**src/rtl/core/cbir_pkg.sv**
```systemverilog
`timescale 1ns / 1ps
// ----------------------------------------------------------------------------
// cbir_pkg
// shared types and constants of the cartridge bank and irq register block
// ----------------------------------------------------------------------------
package cbir_pkg;

   localparam int unsigned NUM_BANKS = 8;

   typedef logic [7:0] bank_type;

   typedef struct packed {
      logic        command;
      logic [15:0] address;
      logic [7:0]  data;
      logic [7:0]  cycles;
   } req_payload_type;

   typedef struct packed {
      logic                         irq_line;
      logic                         counting;
      bank_type [NUM_BANKS-1:0]     banks;
   } rsp_payload_type;

   // command codes
   localparam logic CMD_WRITE = 1'b0;
   localparam logic CMD_TICK  = 1'b1;

   // top address nibble decode
   localparam logic [3:0] PAGE_LATCH_0 = 4'h8;
   localparam logic [3:0] PAGE_LATCH_1 = 4'h9;
   localparam logic [3:0] PAGE_LATCH_2 = 4'hA;
   localparam logic [3:0] PAGE_LATCH_3 = 4'hB;
   localparam logic [3:0] PAGE_ENABLE  = 4'hC;
   localparam logic [3:0] PAGE_IRQ_ACK = 4'hD;
   localparam logic [3:0] PAGE_SELECT  = 4'hE;
   localparam logic [3:0] PAGE_BANK    = 4'hF;

   localparam logic [16:0] COUNT_LIMIT = 17'h0FFFF;

endpackage

```
**src/rtl/core/cbir_ifs.sv**
```systemverilog
`timescale 1ns / 1ps
// ----------------------------------------------------------------------------
// cbir channel interfaces
// valid/ready channels for request and response transfers
// ----------------------------------------------------------------------------
interface cbir_req_if;
   logic        valid;
   logic        ready;
   logic        command;
   logic [15:0] address;
   logic [7:0]  data;
   logic [7:0]  cycles;

   modport source (output valid, command, address, data, cycles, input ready);
   modport sink   (input valid, command, address, data, cycles, output ready);
endinterface

interface cbir_rsp_if;
   logic       valid;
   logic       ready;
   logic       irq_line;
   logic       counting;
   logic [7:0] bank_zero;
   logic [7:0] bank_one;
   logic [7:0] bank_two;
   logic [7:0] bank_three;
   logic [7:0] bank_four;
   logic [7:0] bank_five;
   logic [7:0] bank_six;
   logic [7:0] bank_seven;

   modport source (output valid, irq_line, counting, bank_zero, bank_one, bank_two,
                   bank_three, bank_four, bank_five, bank_six, bank_seven,
                   input ready);
   modport sink   (input valid, irq_line, counting, bank_zero, bank_one, bank_two,
                   bank_three, bank_four, bank_five, bank_six, bank_seven,
                   output ready);
endinterface

```
**src/rtl/core/cbir_in_stage.sv**
```systemverilog
`timescale 1ns / 1ps
// ----------------------------------------------------------------------------
// cbir_in_stage
// input register: holds one request transfer until the core consumes it
// ----------------------------------------------------------------------------
module cbir_in_stage (
   input  logic                     clock,
   input  logic                     reset,
   cbir_req_if.sink                 req_chan,
   input  logic                     advance,
   output logic                     item_valid,
   output cbir_pkg::req_payload_type item
);

   logic                      valid_ff;
   logic                      valid_in;
   cbir_pkg::req_payload_type item_ff;
   logic                      take;

   assign req_chan.ready = !valid_ff || advance;
   assign take           = req_chan.valid && req_chan.ready;

   always_comb begin
      valid_in = valid_ff;
      if (take) begin
         valid_in = 1'b1;
      end else if (advance) begin
         valid_in = 1'b0;
      end
   end

   always_ff @(posedge clock) begin
      if (reset) begin
         valid_ff <= 1'b0;
      end else begin
         valid_ff <= valid_in;
      end
   end

   always_ff @(posedge clock) begin
      if (take) begin
         item_ff.command <= req_chan.command;
         item_ff.address <= req_chan.address;
         item_ff.data    <= req_chan.data;
         item_ff.cycles  <= req_chan.cycles;
      end
   end

   assign item_valid = valid_ff;
   assign item       = item_ff;

endmodule

```
**src/rtl/core/cbir_core.sv**
```systemverilog
`timescale 1ns / 1ps
// ----------------------------------------------------------------------------
// cbir_core
// bus write decode, irq cycle counter and bank registers
// ----------------------------------------------------------------------------
module cbir_core (
   input  logic                      clock,
   input  logic                      reset,
   input  logic                      fire,
   input  cbir_pkg::req_payload_type item,
   output cbir_pkg::rsp_payload_type status_in
);

   logic [15:0]                              latch_ff, latch_in;
   logic [16:0]                              count_ff, count_in;
   logic                                     enable_ff, enable_in;
   logic                                     irq_ff, irq_in;
   logic [2:0]                               select_ff, select_in;
   cbir_pkg::bank_type [cbir_pkg::NUM_BANKS-1:0] banks_ff, banks_in;
   logic [3:0]                               nib;
   logic [16:0]                              sum;

   assign nib = item.data[3:0];
   assign sum = count_ff + {9'b0, item.cycles};

   always_comb begin
      latch_in  = latch_ff;
      count_in  = count_ff;
      enable_in = enable_ff;
      irq_in    = irq_ff;
      select_in = select_ff;
      banks_in  = banks_ff;
      if (fire) begin
         if (item.command == cbir_pkg::CMD_TICK) begin
            if (enable_ff) begin
               count_in = sum;
               if (sum >= cbir_pkg::COUNT_LIMIT) begin
                  enable_in = 1'b0;
                  count_in  = {1'b0, latch_ff};
                  irq_in    = 1'b1;
               end
            end
         end else begin
            case (item.address[15:12])
               cbir_pkg::PAGE_LATCH_0: begin
                  latch_in[3:0] = nib;
               end
               cbir_pkg::PAGE_LATCH_1: begin
                  latch_in[7:4] = nib;
               end
               cbir_pkg::PAGE_LATCH_2: begin
                  latch_in[11:8] = nib;
               end
               cbir_pkg::PAGE_LATCH_3: begin
                  latch_in[15:12] = nib;
               end
               cbir_pkg::PAGE_ENABLE: begin
                  enable_in = (nib != 4'd0);
                  if (nib != 4'd0) begin
                     count_in = {1'b0, latch_ff};
                  end
                  irq_in = 1'b0;
               end
               cbir_pkg::PAGE_IRQ_ACK: begin
                  irq_in = 1'b0;
               end
               cbir_pkg::PAGE_SELECT: begin
                  select_in = item.data[2:0];
               end
               cbir_pkg::PAGE_BANK: begin
                  banks_in[select_ff] = item.data;
               end
               default: begin
                  // low addresses are ignored
               end
            endcase
         end
      end
   end

   always_ff @(posedge clock) begin
      if (reset) begin
         latch_ff  <= '0;
         count_ff  <= '0;
         enable_ff <= 1'b0;
         irq_ff    <= 1'b0;
         select_ff <= '0;
         banks_ff  <= '0;
      end else begin
         latch_ff  <= latch_in;
         count_ff  <= count_in;
         enable_ff <= enable_in;
         irq_ff    <= irq_in;
         select_ff <= select_in;
         banks_ff  <= banks_in;
      end
   end

   assign status_in.irq_line = irq_in;
   assign status_in.counting = enable_in;
   assign status_in.banks    = banks_in;

endmodule

```
**src/rtl/core/cbir_out_stage.sv**
```systemverilog
`timescale 1ns / 1ps
// ----------------------------------------------------------------------------
// cbir_out_stage
// response register: holds the state view after each item until transferred
// ----------------------------------------------------------------------------
module cbir_out_stage (
   input  logic                      clock,
   input  logic                      reset,
   input  logic                      load,
   input  cbir_pkg::rsp_payload_type status_in,
   output logic                      slot_free,
   cbir_rsp_if.source                rsp_chan
);

   logic                      valid_ff;
   logic                      valid_in;
   cbir_pkg::rsp_payload_type status_ff;

   assign slot_free = !valid_ff || rsp_chan.ready;

   always_comb begin
      valid_in = valid_ff;
      if (load) begin
         valid_in = 1'b1;
      end else if (rsp_chan.ready) begin
         valid_in = 1'b0;
      end
   end

   always_ff @(posedge clock) begin
      if (reset) begin
         valid_ff <= 1'b0;
      end else begin
         valid_ff <= valid_in;
      end
   end

   always_ff @(posedge clock) begin
      if (load) begin
         status_ff <= status_in;
      end
   end

   assign rsp_chan.valid      = valid_ff;
   assign rsp_chan.irq_line   = status_ff.irq_line;
   assign rsp_chan.counting   = status_ff.counting;
   assign rsp_chan.bank_zero  = status_ff.banks[0];
   assign rsp_chan.bank_one   = status_ff.banks[1];
   assign rsp_chan.bank_two   = status_ff.banks[2];
   assign rsp_chan.bank_three = status_ff.banks[3];
   assign rsp_chan.bank_four  = status_ff.banks[4];
   assign rsp_chan.bank_five  = status_ff.banks[5];
   assign rsp_chan.bank_six   = status_ff.banks[6];
   assign rsp_chan.bank_seven = status_ff.banks[7];

endmodule

```
**src/rtl/core/cartridge_bank_irq_registers.sv**
```systemverilog
`timescale 1ns / 1ps
// ----------------------------------------------------------------------------
// cartridge_bank_irq_registers
// cartridge mapper irq cycle counter and eight bank registers
// ----------------------------------------------------------------------------
// req_chan carries one item per transfer: a cpu bus write (address, data) or
// a tick of some cpu cycles. rsp_chan returns exactly one item per request:
// the irq level, the counter enable and all eight bank registers as they
// stand after that request has been applied.
// a transferred request waits in the input register; once the response
// register is free it is applied to the state and loaded there, i.e. two
// register stages from request to response. throughput: one item per cycle
// while rsp_chan.ready is held high, set by the single pass through the
// decode and the 17 bit counter add and compare between the two registers.
// reset clears the latch, counter, flags, bank select and all bank
// registers, and empties both stages. when the receiver holds rsp_chan.ready
// low the response register keeps its item, the input register fills, and
// req_chan.ready then drops until the response is transferred.
// ----------------------------------------------------------------------------
module cartridge_bank_irq_registers (
   input  logic       clock,
   input  logic       reset,
   cbir_req_if.sink   req_chan,
   cbir_rsp_if.source rsp_chan
);

   logic                      item_valid;
   cbir_pkg::req_payload_type item;
   cbir_pkg::rsp_payload_type status_in;
   logic                      slot_free;
   logic                      advance;

   assign advance = item_valid && slot_free;

   cbir_in_stage u_in_stage (
      .clock      (clock),
      .reset      (reset),
      .req_chan   (req_chan),
      .advance    (advance),
      .item_valid (item_valid),
      .item       (item)
   );

   cbir_core u_core (
      .clock     (clock),
      .reset     (reset),
      .fire      (advance),
      .item      (item),
      .status_in (status_in)
   );

   cbir_out_stage u_out_stage (
      .clock     (clock),
      .reset     (reset),
      .load      (advance),
      .status_in (status_in),
      .slot_free (slot_free),
      .rsp_chan  (rsp_chan)
   );

   // nothing is offered right after reset
   assert property (@(posedge clock) reset |=> !rsp_chan.valid)
      else $error("response valid after reset");

   // irq can only be raised with the counter stopped, and enabling clears it
   assert property (@(posedge clock) disable iff (reset)
                    rsp_chan.valid |-> !(rsp_chan.irq_line && rsp_chan.counting))
      else $error("irq and counting both set");

   // full input stage with blocked response must stall requests
   assert property (@(posedge clock) disable iff (reset)
                    item_valid && !slot_free |-> !req_chan.ready)
      else $error("request taken while pipeline blocked");

   // an item moving on always lands in the response register
   assert property (@(posedge clock) disable iff (reset)
                    advance |=> rsp_chan.valid)
      else $error("item lost between stages");

endmodule

```
**src/flat_wrapper.sv**
```systemverilog
// flat-port wrapper written by rule: the top's interface ports become plain ports
module cartridge_bank_irq_registers_flat 
  (clock, reset, req_chan_valid, req_chan_command, req_chan_address, req_chan_data, req_chan_cycles, req_chan_ready, rsp_chan_valid, rsp_chan_irq_line, rsp_chan_counting, rsp_chan_bank_zero, rsp_chan_bank_one, rsp_chan_bank_two, rsp_chan_bank_three, rsp_chan_bank_four, rsp_chan_bank_five, rsp_chan_bank_six, rsp_chan_bank_seven, rsp_chan_ready);
  cbir_req_if req_chan_i ();
  cbir_rsp_if rsp_chan_i ();
  input  logic clock;
  input  logic reset;
  input wire logic [$bits(req_chan_i.valid)-1:0] req_chan_valid;
  input wire logic [$bits(req_chan_i.command)-1:0] req_chan_command;
  input wire logic [$bits(req_chan_i.address)-1:0] req_chan_address;
  input wire logic [$bits(req_chan_i.data)-1:0] req_chan_data;
  input wire logic [$bits(req_chan_i.cycles)-1:0] req_chan_cycles;
  output wire logic [$bits(req_chan_i.ready)-1:0] req_chan_ready;
  output wire logic [$bits(rsp_chan_i.valid)-1:0] rsp_chan_valid;
  output wire logic [$bits(rsp_chan_i.irq_line)-1:0] rsp_chan_irq_line;
  output wire logic [$bits(rsp_chan_i.counting)-1:0] rsp_chan_counting;
  output wire logic [$bits(rsp_chan_i.bank_zero)-1:0] rsp_chan_bank_zero;
  output wire logic [$bits(rsp_chan_i.bank_one)-1:0] rsp_chan_bank_one;
  output wire logic [$bits(rsp_chan_i.bank_two)-1:0] rsp_chan_bank_two;
  output wire logic [$bits(rsp_chan_i.bank_three)-1:0] rsp_chan_bank_three;
  output wire logic [$bits(rsp_chan_i.bank_four)-1:0] rsp_chan_bank_four;
  output wire logic [$bits(rsp_chan_i.bank_five)-1:0] rsp_chan_bank_five;
  output wire logic [$bits(rsp_chan_i.bank_six)-1:0] rsp_chan_bank_six;
  output wire logic [$bits(rsp_chan_i.bank_seven)-1:0] rsp_chan_bank_seven;
  input wire logic [$bits(rsp_chan_i.ready)-1:0] rsp_chan_ready;
  assign req_chan_i.valid = req_chan_valid;
  assign req_chan_i.command = req_chan_command;
  assign req_chan_i.address = req_chan_address;
  assign req_chan_i.data = req_chan_data;
  assign req_chan_i.cycles = req_chan_cycles;
  assign req_chan_ready = req_chan_i.ready;
  assign rsp_chan_valid = rsp_chan_i.valid;
  assign rsp_chan_irq_line = rsp_chan_i.irq_line;
  assign rsp_chan_counting = rsp_chan_i.counting;
  assign rsp_chan_bank_zero = rsp_chan_i.bank_zero;
  assign rsp_chan_bank_one = rsp_chan_i.bank_one;
  assign rsp_chan_bank_two = rsp_chan_i.bank_two;
  assign rsp_chan_bank_three = rsp_chan_i.bank_three;
  assign rsp_chan_bank_four = rsp_chan_i.bank_four;
  assign rsp_chan_bank_five = rsp_chan_i.bank_five;
  assign rsp_chan_bank_six = rsp_chan_i.bank_six;
  assign rsp_chan_bank_seven = rsp_chan_i.bank_seven;
  assign rsp_chan_i.ready = rsp_chan_ready;
  cartridge_bank_irq_registers u_core (.clock(clock), .reset(reset), .req_chan(req_chan_i), .rsp_chan(rsp_chan_i));
endmodule
```
**config.mk**
```make
export PLATFORM = sky130hd
export DESIGN_NAME = cartridge_bank_irq_registers_flat
export DESIGN_NICKNAME = d
export VERILOG_FILES = /design/src/rtl/core/cbir_pkg.sv /design/src/rtl/core/cbir_ifs.sv /design/src/rtl/core/cbir_in_stage.sv /design/src/rtl/core/cbir_core.sv /design/src/rtl/core/cbir_out_stage.sv /design/src/rtl/core/cartridge_bank_irq_registers.sv /design/src/flat_wrapper.sv
export SDC_FILE = /design/constraint.sdc
export NUM_CORES = 1
export LEC_CHECK = 0
export ABC_CLOCK_PERIOD_IN_PS = 4900
export BUFFER_PORTS_ARGS = -buffer_cell sky130_fd_sc_hd__buf_2
export CAP_MARGIN = 20
export CORE_MARGIN = 2
export CORE_UTILIZATION = 35
export CTS_BUF_LIST = sky130_fd_sc_hd__clkbuf_8
export CTS_CLUSTER_DIAMETER = 40
export DETAILED_ROUTE_END_ITERATION = 6
export GPL_TIMING_DRIVEN = 0
export REMOVE_ABC_BUFFERS = 1
export SYNTH_ARGS = -nofsm -noshare
export SYNTH_HDL_FRONTEND = slang
export SYNTH_HIERARCHICAL = 1
export SYNTH_SLANG_ARGS = --single-unit
```
**constraint.sdc**
```tcl
create_clock -name clock -period 4.9 [get_ports clock]
set_clock_uncertainty 0.1 [all_clocks]
set_input_delay 0.245 -clock clock [delete_from_list [all_inputs] [get_ports clock]]
set_output_delay 0.245 -clock clock [all_outputs]
set_load 0.01 [all_outputs]
```
==> metrics.md <==
| Metric | Value |
|---|---|
| Mapped Avg Cell Area | 12.4 sq um |
| Synthesis-to-finish area growth | 18.3% |
| Int Pwr | 2.22 mW |
| Max-slew headroom | 0.300 |
| IO Count | 105 |
| Clock share of power | 0.365 |
| Worst EP required | around 5.2 ns |
| Met2 usage | 0.237 |
| Total power | approximately 3 mW |
| F_max | 0.265 GHz |
| H-Tree Level Count | 4 |
| Max VDD drop | around 0.22 mV |
| CORE AREA | about 0.022 sq mm |
| Synth Instances | about 630 |
| Synthesized area | roughly 0.0077 sq mm |
| Max-cap violations | 0 |
| Via Count | roughly 5000 |
| Final setup fails | 0 |
| Cts repair resizes | 0 |
| GRT Max-Usage Layer | met2 |
| First-pass DRT Iterations | 5 |
| Max Slew Vio Count | 0 |
| Hold_buf cts | 23 |
| CP Launch Point | u_core/u_in_stage/item[0]$_DFFE_PP_ |
| Sw Pwr | approximately 0.78 mW |
| Final Hold Vio Count | 0 |
| Sw frac | 0.260 |
| Clk slew on worst S/H paths | approximately 0.11 ns |
| Hold crit path type | input pin to register |
| Leakage | ~3.5 nW |
| Max clock buf depth | 2 |
| Actual slew at the worst max-slew pin | approximately 1.0 ns |
| Antenna cells | 0 |
| CP endpoint kind | register |
| Congestion Overflow GR | 0 |
| Highest net fanout along the worst path | 9 |
| DR WL/cell | ~16 um |
| Multi-input logic area | a little under 0.003 sq mm |
| Flop pwr share | 0.580 |
| Combined flip-flop and latch cell area | 0.00469 sq mm |
| CTS tree | done |
| Worst Setup Start Kind | register |
| Status | finished clean |
| Tmin final | between 3 and 4 ns |
| RR Startpoint | u_core/u_in_stage/item[0]$_DFFE_PP_ |
| Total GRT Usage | 0.147 |
| R2R depth | 11 |
| Buffers on Ports | slightly above 90 |
| Chip height | approximately 150 um |
| Post-DRT Antenna Nets | 0 |
| Critical path arrival | 4.03 ns |
| R2r setup slk | ~1.1 ns |
| Post-CTS setup buffer count | 0 |
| Antenna violations before repair | 0 |
| Die W | ~150 um |
| DRC | 0 |
| Critical path capture point | u_core/u_core/count_ff[11]$_SDFFE_PP0P_ |
| Share of layout cells above drive strength 1 | 0.282 |
| Met1 Use GR | 0.189 |
| R2r endpoint | u_core/u_core/count_ff[11]$_SDFFE_PP0P_ |
| Largest net degree at the start of global routing | 58 |
| Clk Latency, worst-skew pair | approximately 0.45 ns |
| Vias in the first global route | slightly below 5000 |
| Combinational share of power | 0.055 |
| Clock sinks | between 150 and 200 |
| Vias per inst | 4.86 |
| Pwr dens | ~330 mW/mm^2 |
| HPWL after DPL | 10600 um |
| First-pass GRT wire length | 27100 um |
| TritonCTS Buffers | 17 |
| Routed WL | 16800 um |
| FP Rows | between 50 and 60 |
| Final period util | 0.771 |
| Nets | slightly below 800 |
| Fillers | between 2000 and 2500 |
| Starting density of the core | 0.356 |
| Initial DRC Count | between 300 and 400 |
| Synth warn | 6 |
| Crit Path Class | register to register |
| DIE AREA | roughly 0.023 sq mm |
| Hold path cells | 2 |
| Root buf cell | clkbuf_8 |
| Setup repair after global routing missed its margin | false |
| Core Util, Final | 0.421 |
| GP Congestion | 0.843 |
| Global routing usage on met3 | 0.0466 |
==> power groups by stage <==
stage | Sequential [mW] | Combinational (mW) | Clock [mW]
2_1_floorplan | 1.78 | 0.0588 | 0
3_3_place_gp | 1.78 | 0.143 | 0
3_5_place_dp | 1.78 | 0.151 | 0
4_1_cts | 1.74 | 0.166 | 1.14
5_1_grt | 1.74 | 0.180 | 1.20
6_report | 1.74 | 0.163 | 1.09
==> stage by stage <==
stage / area (sq um) / hold WS [ns] / setup WS, ns / instances / TNS [ns]
after floorplan: 7610 / 0.207 / 0.713 / 594 / 0
after global placement: 8420 / 0.322 / -1.36 / 966 / -89.57
after detailed placement: 8480 / 0.323 / 0.913 / 969 / 0
after CTS: 9150 / 0.180 / 0.889 / 1024 / 0
after global routing: 9170 / 0.210 / 0.783 / 1026 / 0
final: 9170 / 0.202 / 1.12 / 1026 / 0
==> layer usage <==
| layer | vias to the layer above | routed length [um] |
|---|---|---|
| li1 | 2495 | - |
| met1 | 2369 | 7710 |
| met2 | 109 | 7800 |
| met3 | 18 | 1020 |
| met4 | 0 | 278 |
| met5 | - | 0 |
==> critical path, stage by stage (launching register included) <==
cell and delay, ns:
edfxtp_1 0.35, ha_1 0.18, inv_1 0.06, fa_1 0.39, nand2b_1 0.19, a211o_1 0.36, a21oi_1 0.61, o41ai_1 0.25
o211ai_1 0.54, buf_4 0.28, a211oi_1 0.09, a2111oi_2 0.29
==> final cells by class <==
| type | count | share of cell area |
|---|---|---|
| Timing Repair Buffer | 120 | 0.0838 |
| Clock inverter | 15 | 0.0223 |
| Sequential cell | 191 | 0.512 |
| Inverter | 8 | 0.00328 |
| Clock buffer | 17 | 0.0255 |
| Tap cell | 280 | 0.0382 |
| Multi-Input combinational cell | 395 | 0.315 |
==> state kept, by name, indices dropped and copies added (netlist names) <==
register	cells
u_core/u_core/banks_ff	64
u_core/u_core/count_ff	17
u_core/u_core/enable_ff	1
u_core/u_core/irq_ff	1
u_core/u_core/latch_ff	16
u_core/u_core/select_ff	3
u_core/u_in_stage/item	21
u_core/u_in_stage/item_valid	1
u_core/u_out_stage/rsp_chan.bank_five	8
u_core/u_out_stage/rsp_chan.bank_four	8
u_core/u_out_stage/rsp_chan.bank_one	8
u_core/u_out_stage/rsp_chan.bank_seven	8
u_core/u_out_stage/rsp_chan.bank_six	8
u_core/u_out_stage/rsp_chan.bank_three	8
u_core/u_out_stage/rsp_chan.bank_two	8
u_core/u_out_stage/rsp_chan.bank_zero	8
u_core/u_out_stage/rsp_chan.counting	1
u_core/u_out_stage/rsp_chan.irq_line	1
u_core/u_out_stage/rsp_chan.valid	1
==> worst min-delay path by stage <==
stage                                                            to              from  slack, ns
after floorplan           u_core/u_in_stage/item_valid$_SDFFE_PP0P_             reset       0.21
after global placement         u_core/u_in_stage/item[14]$_DFFE_PP_  req_chan_data[6]       0.32
after detailed placement       u_core/u_in_stage/item[13]$_DFFE_PP_  req_chan_data[5]       0.32
after CTS                     u_core/u_core/banks_ff[46]$_SDFF_PP0_             reset       0.18
after global routing          u_core/u_core/banks_ff[21]$_SDFF_PP0_             reset       0.21
final                          u_core/u_core/banks_ff[7]$_SDFF_PP0_             reset       0.20
==> placed cells by master, fill, tap and decap left out, types with 6 or more instances in the layout <==
master and count:
dfxtp_1 104, buf_2 92, edfxtp_1 87, nor2b_1 67, mux2_2 64, nor2_1 46, nand2_1 28, dlygate4sd3_1 23
nand3_1 19, mux2i_1 19, clkbuf_8 17, a21oi_1 16, o21ai_0 13, inv_1 8, nor3_1 8, a311oi_1 8
ha_1 8, nand3b_1 6, o211ai_1 6
Power figures use the tool's default switching activity.
